**config.mk**
```make
export PLATFORM = sky130hd
export DESIGN_NAME = crsf_frame_resync_deframer_top
export DESIGN_NICKNAME = d
export VERILOG_FILES = /design/src/sv/crsf_pkg.sv /design/src/sv/crsf_frame_resync_deframer_top.sv
export SDC_FILE = /design/constraint.sdc
export NUM_CORES = 1
export LEC_CHECK = 0
export BUFFER_PORTS_ARGS = -buffer_cell sky130_fd_sc_hd__buf_2
export CAP_MARGIN = 10
export CORE_AREA = 2 2 234 259
export CTS_CLUSTER_SIZE = 10
export DETAILED_ROUTE_END_ITERATION = 7
export DIE_AREA = 0 0 236 261
export PLACE_DENSITY = 0.72
export SYNTH_ARGS = -nofsm -noshare
export SYNTH_HDL_FRONTEND = slang
export SYNTH_SLANG_ARGS = --single-unit
```
**constraint.sdc**
```tcl
create_clock -name clk -period 6.5 [get_ports clk]
set_input_delay 0.975 -clock clk [delete_from_list [all_inputs] [get_ports clk]]
set_output_delay 0.975 -clock clk [all_outputs]
set_load 0.03 [all_outputs]
```
**src/sv/crsf_pkg.sv**
```systemverilog
// shared types, constants and the crc helper for the crsf frame resync deframer
// no dependencies; used by crsf_frame_resync_deframer_top
`default_nettype none

package crsf_pkg;

  // sizing
  localparam int MAX_PAYLOAD_LEN = 64;
  localparam int BUFFER_DEPTH    = 66;
  localparam int COUNTER_WIDTH   = 32;
  localparam int MAX_RESULTS     = 64;
  localparam int BYTE_W          = 8;

  localparam int ADDR_W = $clog2(BUFFER_DEPTH);
  localparam int CNT_W  = $clog2(BUFFER_DEPTH + 1);
  localparam int LEN_W  = $clog2(MAX_PAYLOAD_LEN + 3);
  localparam int SUM_W  = ((ADDR_W > LEN_W) ? ADDR_W : LEN_W) + 1;
  localparam int NOUT_W = $clog2(MAX_RESULTS);
  localparam int TDATA_W = ((BYTE_W + 3 * COUNTER_WIDTH + 7) / 8) * 8;

  // protocol constants
  localparam logic [BYTE_W-1:0] CRC_POLY = 8'hD5;
  localparam logic [BYTE_W-1:0] RC_TYPE  = 8'h16;
  localparam logic [BYTE_W-1:0] RC_ADDR_RESET = 8'd200;
  localparam int MIN_HELD = 4;
  localparam int MIN_LEN  = 2;

  typedef logic [ADDR_W-1:0]        addr_t;
  typedef logic [CNT_W-1:0]         count_t;
  typedef logic [LEN_W-1:0]         len_t;
  typedef logic [SUM_W-1:0]         sum_t;
  typedef logic [NOUT_W-1:0]        nout_t;
  typedef logic [BYTE_W-1:0]        byte_t;
  typedef logic [BYTE_W:0]          byte_ext_t;
  typedef logic [COUNTER_WIDTH-1:0] ctr_t;

  typedef enum logic [2:0] {
    ST_IDLE,
    ST_SCAN,
    ST_LEN,
    ST_CRC,
    ST_EMIT_RD,
    ST_EMIT_LD,
    ST_EMIT_WAIT,
    ST_STATUS_WAIT
  } state_t;

  // one byte of crc-8, msb first
  function automatic byte_t crc_byte(input byte_t crc_in, input byte_t data);
    byte_t c;
    c = crc_in ^ data;
    for (int b = 0; b < BYTE_W; b++) begin
      c = c[BYTE_W-1] ? ((c << 1) ^ CRC_POLY) : (c << 1);
    end
    return c;
  endfunction

  // circular buffer index, sum is below twice the depth
  function automatic addr_t wrap_idx(input sum_t s);
    sum_t r;
    r = (s >= sum_t'(BUFFER_DEPTH)) ? (s - sum_t'(BUFFER_DEPTH)) : s;
    return addr_t'(r);
  endfunction

endpackage

`default_nettype wire

```
**src/sv/crsf_frame_resync_deframer_top.sv**
```systemverilog
// crsf frame resync deframer: byte buffer, sequenced length check, crc-8 and frame output
// depends on crsf_pkg
`default_nettype none

// one input byte is taken only in idle; its work then runs on one crc/compare unit:
// each length byte looked at passes the scan and len states, a crc check reads one held
// byte a cycle, each emitted frame byte passes emit_rd, emit_ld and emit_wait plus output
// stall, and the status item waits out output stall; all is paced by the single buffer read port.
// reset (synchronous, active high) clears counters, fill count and head; address goes to 200.
// buffer contents are not cleared; only written entries are ever read.
module crsf_frame_resync_deframer_top (
  input  wire logic                          clk,
  input  wire logic                          rst,
  // configuration: rc_output_address
  input  wire logic                          cfg_we,
  input  wire logic [7:0]                    cfg_data,
  // input stream, tdata: data_byte[7:0]
  input  wire logic                          s_tvalid,
  output logic                               s_tready,
  input  wire logic [7:0]                    s_tdata,
  // output stream
  output logic                               m_tvalid,
  input  wire logic                          m_tready,
  // tdata: frame_byte[7:0], good_frame_total[39:8], bad_frame_total[71:40],
  //        forwarded_byte_total[103:72]
  output logic [crsf_pkg::TDATA_W-1:0]       m_tdata,
  // tuser: item_kind[0], frame_end[1]
  output logic [1:0]                         m_tuser,
  // tlast: run_last
  output logic                               m_tlast
);

  // held byte memory
  crsf_pkg::byte_t mem [crsf_pkg::BUFFER_DEPTH];
  crsf_pkg::byte_t rd_data;
  crsf_pkg::addr_t rd_addr;
  crsf_pkg::addr_t wr_addr;
  logic            wr_en;

  crsf_pkg::state_t state, state_next;
  crsf_pkg::addr_t  head, head_next;
  crsf_pkg::count_t count, count_next;
  crsf_pkg::len_t   ofs, ofs_next;
  crsf_pkg::len_t   len, len_next;
  crsf_pkg::byte_t  type_byte, type_byte_next;
  crsf_pkg::byte_t  crc, crc_next;
  crsf_pkg::nout_t  nout, nout_next;
  crsf_pkg::ctr_t   good, good_next;
  crsf_pkg::ctr_t   bad, bad_next;
  crsf_pkg::ctr_t   fwd, fwd_next;
  crsf_pkg::byte_t  rc_addr;

  logic             out_valid, out_valid_next;
  logic             out_kind, out_kind_next;
  crsf_pkg::byte_t  out_byte, out_byte_next;
  logic             out_end, out_end_next;
  logic             out_last, out_last_next;

  crsf_pkg::len_t    rd_ofs;
  crsf_pkg::len_t    flen;
  crsf_pkg::byte_ext_t need_len;
  logic              len_ok;
  logic              accept_in;

  assign accept_in = s_tvalid && s_tready;
  assign s_tready  = (state == crsf_pkg::ST_IDLE);
  assign flen      = len + crsf_pkg::len_t'(crsf_pkg::MIN_LEN);
  assign need_len  = {1'b0, rd_data} + crsf_pkg::byte_ext_t'(crsf_pkg::MIN_LEN);
  assign len_ok    = (rd_data >= crsf_pkg::byte_t'(crsf_pkg::MIN_LEN)) &&
                     (rd_data <= crsf_pkg::byte_t'(crsf_pkg::MAX_PAYLOAD_LEN));

  // read offset from the buffer head for each state
  always_comb begin
    case (state)
      crsf_pkg::ST_SCAN: rd_ofs = crsf_pkg::len_t'(1);
      crsf_pkg::ST_LEN:  rd_ofs = crsf_pkg::len_t'(2);
      crsf_pkg::ST_CRC:  rd_ofs = ofs + crsf_pkg::len_t'(1);
      default:           rd_ofs = ofs;
    endcase
  end

  assign rd_addr = crsf_pkg::wrap_idx(crsf_pkg::sum_t'(head) + crsf_pkg::sum_t'(rd_ofs));
  assign wr_addr = crsf_pkg::wrap_idx(crsf_pkg::sum_t'(head) + crsf_pkg::sum_t'(count));
  assign wr_en   = accept_in;

  // buffer write and registered read
  always_ff @(posedge clk) begin
    if (wr_en) begin
      mem[wr_addr] <= s_tdata;
    end
    rd_data <= mem[rd_addr];
  end

  // sequencer and datapath next values
  always_comb begin
    logic advance;
    state_next     = state;
    head_next      = head;
    count_next     = count;
    ofs_next       = ofs;
    len_next       = len;
    type_byte_next = type_byte;
    crc_next       = crc;
    nout_next      = nout;
    good_next      = good;
    bad_next       = bad;
    fwd_next       = fwd;
    out_valid_next = out_valid;
    out_kind_next  = out_kind;
    out_byte_next  = out_byte;
    out_end_next   = out_end;
    out_last_next  = out_last;
    advance        = 1'b0;

    case (state)
      crsf_pkg::ST_IDLE: begin
        if (accept_in) begin
          // full buffer drops its oldest byte, the new byte takes that slot
          if (count == crsf_pkg::count_t'(crsf_pkg::BUFFER_DEPTH)) begin
            head_next = crsf_pkg::wrap_idx(crsf_pkg::sum_t'(head) + crsf_pkg::sum_t'(1));
          end else begin
            count_next = count + crsf_pkg::count_t'(1);
          end
          nout_next  = '0;
          state_next = crsf_pkg::ST_SCAN;
        end
      end

      crsf_pkg::ST_SCAN: begin
        if (count < crsf_pkg::count_t'(crsf_pkg::MIN_HELD)) begin
          out_valid_next = 1'b1;
          out_kind_next  = 1'b1;
          out_byte_next  = '0;
          out_end_next   = 1'b0;
          out_last_next  = 1'b1;
          state_next     = crsf_pkg::ST_STATUS_WAIT;
        end else begin
          state_next = crsf_pkg::ST_LEN;
        end
      end

      crsf_pkg::ST_LEN: begin
        if (!len_ok) begin
          head_next  = crsf_pkg::wrap_idx(crsf_pkg::sum_t'(head) + crsf_pkg::sum_t'(1));
          count_next = count - crsf_pkg::count_t'(1);
          state_next = crsf_pkg::ST_SCAN;
        end else if (crsf_pkg::byte_ext_t'(count) < need_len) begin
          // frame not complete yet, end the run
          out_valid_next = 1'b1;
          out_kind_next  = 1'b1;
          out_byte_next  = '0;
          out_end_next   = 1'b0;
          out_last_next  = 1'b1;
          state_next     = crsf_pkg::ST_STATUS_WAIT;
        end else begin
          len_next   = crsf_pkg::len_t'(rd_data);
          ofs_next   = crsf_pkg::len_t'(2);
          crc_next   = '0;
          state_next = crsf_pkg::ST_CRC;
        end
      end

      crsf_pkg::ST_CRC: begin
        if (ofs == len + crsf_pkg::len_t'(1)) begin
          // rd_data is the check byte
          if (crc == rd_data) begin
            ofs_next   = '0;
            state_next = crsf_pkg::ST_EMIT_RD;
          end else begin
            bad_next   = bad + crsf_pkg::ctr_t'(1);
            head_next  = crsf_pkg::wrap_idx(crsf_pkg::sum_t'(head) + crsf_pkg::sum_t'(1));
            count_next = count - crsf_pkg::count_t'(1);
            state_next = crsf_pkg::ST_SCAN;
          end
        end else begin
          crc_next = crsf_pkg::crc_byte(crc, rd_data);
          if (ofs == crsf_pkg::len_t'(2)) begin
            type_byte_next = rd_data;
          end
          ofs_next = ofs + crsf_pkg::len_t'(1);
        end
      end

      crsf_pkg::ST_EMIT_RD: begin
        state_next = crsf_pkg::ST_EMIT_LD;
      end

      crsf_pkg::ST_EMIT_LD: begin
        if (nout < crsf_pkg::nout_t'(crsf_pkg::MAX_RESULTS - 1)) begin
          out_valid_next = 1'b1;
          out_kind_next  = 1'b0;
          out_byte_next  = ((ofs == '0) && (type_byte == crsf_pkg::RC_TYPE)) ? rc_addr
                                                                           : rd_data;
          out_end_next   = (ofs == len + crsf_pkg::len_t'(1));
          out_last_next  = 1'b0;
          nout_next      = nout + crsf_pkg::nout_t'(1);
          state_next     = crsf_pkg::ST_EMIT_WAIT;
        end else begin
          // result space used up, byte is consumed but not shown
          advance = 1'b1;
        end
      end

      crsf_pkg::ST_EMIT_WAIT: begin
        if (m_tready) begin
          out_valid_next = 1'b0;
          advance        = 1'b1;
        end
      end

      crsf_pkg::ST_STATUS_WAIT: begin
        if (m_tready) begin
          out_valid_next = 1'b0;
          state_next     = crsf_pkg::ST_IDLE;
        end
      end

      default: begin
        state_next = crsf_pkg::ST_IDLE;
      end
    endcase

    // step to the next frame byte or retire the frame
    if (advance) begin
      if (ofs == len + crsf_pkg::len_t'(1)) begin
        good_next  = good + crsf_pkg::ctr_t'(1);
        fwd_next   = fwd + crsf_pkg::ctr_t'(flen);
        head_next  = crsf_pkg::wrap_idx(crsf_pkg::sum_t'(head) + crsf_pkg::sum_t'(flen));
        count_next = count - crsf_pkg::count_t'(flen);
        state_next = crsf_pkg::ST_SCAN;
      end else begin
        ofs_next   = ofs + crsf_pkg::len_t'(1);
        state_next = crsf_pkg::ST_EMIT_RD;
      end
    end
  end

  // state register
  always_ff @(posedge clk) begin
    if (rst) begin
      state <= crsf_pkg::ST_IDLE;
    end else begin
      state <= state_next;
    end
  end

  // control and counter registers
  always_ff @(posedge clk) begin
    if (rst) begin
      head      <= '0;
      count     <= '0;
      nout      <= '0;
      good      <= '0;
      bad       <= '0;
      fwd       <= '0;
      out_valid <= 1'b0;
    end else begin
      head      <= head_next;
      count     <= count_next;
      nout      <= nout_next;
      good      <= good_next;
      bad       <= bad_next;
      fwd       <= fwd_next;
      out_valid <= out_valid_next;
    end
  end

  // payload registers
  always_ff @(posedge clk) begin
    ofs       <= ofs_next;
    len       <= len_next;
    type_byte <= type_byte_next;
    crc       <= crc_next;
    out_kind  <= out_kind_next;
    out_byte  <= out_byte_next;
    out_end   <= out_end_next;
    out_last  <= out_last_next;
  end

  // configuration register
  always_ff @(posedge clk) begin
    if (rst) begin
      rc_addr <= crsf_pkg::RC_ADDR_RESET;
    end else if (cfg_we) begin
      rc_addr <= cfg_data;
    end
  end

  // output packing, counters only in the status item
  assign m_tvalid = out_valid;
  assign m_tlast  = out_last;
  assign m_tuser  = {out_end, out_kind};
  assign m_tdata  = crsf_pkg::TDATA_W'({(out_kind ? fwd  : '0),
                                        (out_kind ? bad  : '0),
                                        (out_kind ? good : '0),
                                        out_byte});

endmodule

`default_nettype wire

```
==> impl_metrics.yaml <==
sta:
  slew_viol_final: 0
  finalWorstPathRequiredPeriod_ns: 5.76
  setup_tns_ns: 0
  setup_ws_ns: 0.743
  max_freq_ghz: 0.174
  grt_setup_unrepaired: "false"
  hold_viol: 0
  setup-violations-final: 0
  max_slew.worst_pin.slew_ns: 1.31
  slew_headroom_pct: 12.2
  fin_skew_ns: 0.0267
  min_period_over_period_pct: 88.6
floorplanning:
  core-area_sq_um: 59200
  die_h_microns: 261
  dieArea_sq_um: 61600
  rows: 94
  start_util_pct: 54.3
  boundaryPins: 130
  die_x_microns: 236
setup_path:
  cp-end-kind: "register"
  startpoint: "ofs[0]$_DFF_P_"
  cp.arrival_ns: 6.32
  r2r_start: "ofs[0]$_DFF_P_"
  start_kind: "register"
  rr_worst_depth: 16
  worst-setup-path-type: "register to register"
  critPathCapture: "rd_data[2]$_DFF_P_"
  r2r-end: "rd_data[2]$_DFF_P_"
  ff2ff_setup_slack_ns: 0.74
  path_max_fanout: 50
  cp.required_ns: 7.06
drt:
  wl_microns: 75600
  drc_errors: 0
  vias: 20500
  wire_per_inst_microns: 22.3
  drt_iter0_markers: 1789
  vias_per_cell: 6.04
  drtAntennaViolNets: 0
  dr.pass1.iters: 6
synth:
  yosys_warnings: 0
  synth_area_leaders: "edfxtp_1 52%, dfxtp_1 8.9%, mux4_2 7.7%"
  yosysMostFrequentCell: "edfxtp_1"
  synth_enable_flop_cells: 561
  synth_cells: 2388
  netlist.top_cell.by_area: "edfxtp_1"
  synth_common_cells: "561 x edfxtp_1, 168 x nor2_1, 143 x dfxtp_1, 135 x nand2_1, 110 x mux4_2"
  synth.distinct_cells: 95
  syn-cell-area_sq_um: 32100
  ys_ff_latch: 704
  yosys.area.top_type_share_pct: 52.5
  avgSynthCellArea_sq_um: 13.4
  yosysSeqAreaShare_pct: 61.4
  syn_nets: 2475
  synth_ff_type: "edfxtp_1"
  async_flop_share_pct: 0
hold_path:
  hp-start: "fwd[4]$_SDFFE_PP0P_"
  hold_path.class: "register to register"
run:
  max_cap_viol_count: 0
pwr:
  peakVddDrop_mv: 0.405
  power.total_mw: 17.4
  power.leakage_nw: 12.9
  power_density_nw_per_um2: 480
global_routing:
  grt_use_met3_pct: 4.11
  busiest_layer: "met2"
  grt_pass1_vias: 20300
  grt_util_met1_pct: 31.3
  grtUsageMet2_pct: 41.9
  grt_pass1_wl_microns: 116000
  grt_max_degree: 99
  groute.usage.overall_pct: 24.5
  antenna_found_initial: 2
  overflow: 0
clock_tree:
  cts_tree: "done"
  cts_max_level: 3
  post-cts-setup-buffer-count: 0
  cts-root-buf: "clkbuf_16"
  cts-buffers-inserted: 81
  ctsResizeCount: 0
  clk_latency_ns: 0.63
  ctsHoldBuffers: 0
  cts.sinks: 704
  cts_buffer_depth: 3
  clk_pin_slew_ns: 0.05
layout:
  drive_gt1_share_pct: 17.9
  layout.nets: 2658
  design_area_sq_um: 36200
  syn2layout_area_growth_pct: 12.7
placed_design:
  gp_congestion: 0.910
  pre_cts_ws_ns: 0.808
  dpl_cell_area_sq_um: 33900
  io_buffers: 129
  place_hpwl_microns: 49000
status:
  outcome: "completed"
-- stage by stage --
step / hold slack, ns / util (%) / instances
finish: 0.473 / 61.2 / 3384
global route: 0.501 / 61.2 / 3383
CTS: 0.475 / 61.1 / 3378
detailed placement: 0.462 / 57.3 / 3253
global placement: 0.450 / 57.3 / 3253
floorplan: 0.424 / - / 2388
-- critical path, cell delays in order, from the launching register on --
cell and delay [ns]:
dfxtp_1 0.49, inv_1 0.12, ha_1 0.31, nand2_1 0.06, a22oi_1 0.25, inv_1 0.10
fa_1 0.46, nor2b_1 0.24, o21ai_0 0.24, a211oi_4 0.43, a31oi_1 0.21, o211ai_4 0.88
buf_12 0.38, mux4_2 0.27, nor3_1 0.07, a2111oi_0 0.89, a211o_1 0.24
-- logic make-up (layout without fill, tap and decap cells) --
logic type	Yosys count	count (layout)	share of synthesized area, %
compound gates	351	351	7.23
fa+ha+maj	66	66	2.69
simple gates	773	773	12.4
xor+xnor	153	153	4.20
mux	172	172	9.79
buf+inv	169	394	2.29
other cells	0	3	0
flops	704	704	61.4
-- cell type report --
class | count | area (sq um)
Sequential cell | 704 | 19700
Fill cell | 4466 | 23000
Timing Repair Buffer | 219 | 1370
Antenna cell | 3 | 7.51
Clock buffer | 117 | 2180
Multi-Input combinational cell | 1515 | 11700
Tap cell | 768 | 961
Clock inverter | 8 | 85.1
Inverter | 50 | 188
-- metal layers --
metal,vias to the layer above,routed length [microns]
li1,9412,-
met1,10000,30100
met2,833,37400
met3,177,5300
met4,0,2840
met5,-,0
-- flip-flops by register name (all words and copies together), names as in the netlist --
| signal | flops |
|---|---|
| mem | 528 |
| bad | 32 |
| fwd | 32 |
| good | 32 |
| crc | 8 |
| out_byte | 8 |
| rc_addr | 8 |
| rd_data | 8 |
| type_byte | 8 |
| count | 7 |
| head | 7 |
| len | 7 |
| ofs | 7 |
| nout | 6 |
| state | 3 |
| m_tlast | 1 |
| m_tvalid | 1 |
| out_end | 1 |
-- worst min-delay path by stage --
stage,endpoint,slack [ns],depth (start not counted)
floorplan,len[3]$_DFFE_PP_,0.42,0
global placement,m_tvalid$_SDFFE_PP0P_,0.45,1
detailed placement,m_tvalid$_SDFFE_PP0P_,0.46,1
CTS,m_tvalid$_SDFFE_PP0P_,0.48,1
global route,nout[1]$_SDFFE_PP0P_,0.50,2
finish,fwd[4]$_SDFFE_PP0P_,0.47,2
-- report_power, final --
group / switching, mW / internal (mW) / leakage [nW] / total, mW
Sequential: 0.258 / 5.12 / 6.21 / 5.38
Combinational: 4.77 / 3.19 / 5.56 / 7.97
Clock: 1.71 / 2.31 / 1.10 / 4.02
-- cells in the final DEF (no fill, tap or decap), types with 73 or more instances in the layout --
cell	instances
and2_1	104
mux4_2	110
edfxtp_1	561
xor2_1	79
nor2_1	168
nand3_1	87
nand2_1	135
nor3_1	100
xnor2_1	73
buf_4	84
clkbuf_16	81
buf_2	129
dfxtp_1	143
a21oi_1	100
No activity file was read; power rests on OpenSTA's default activity.
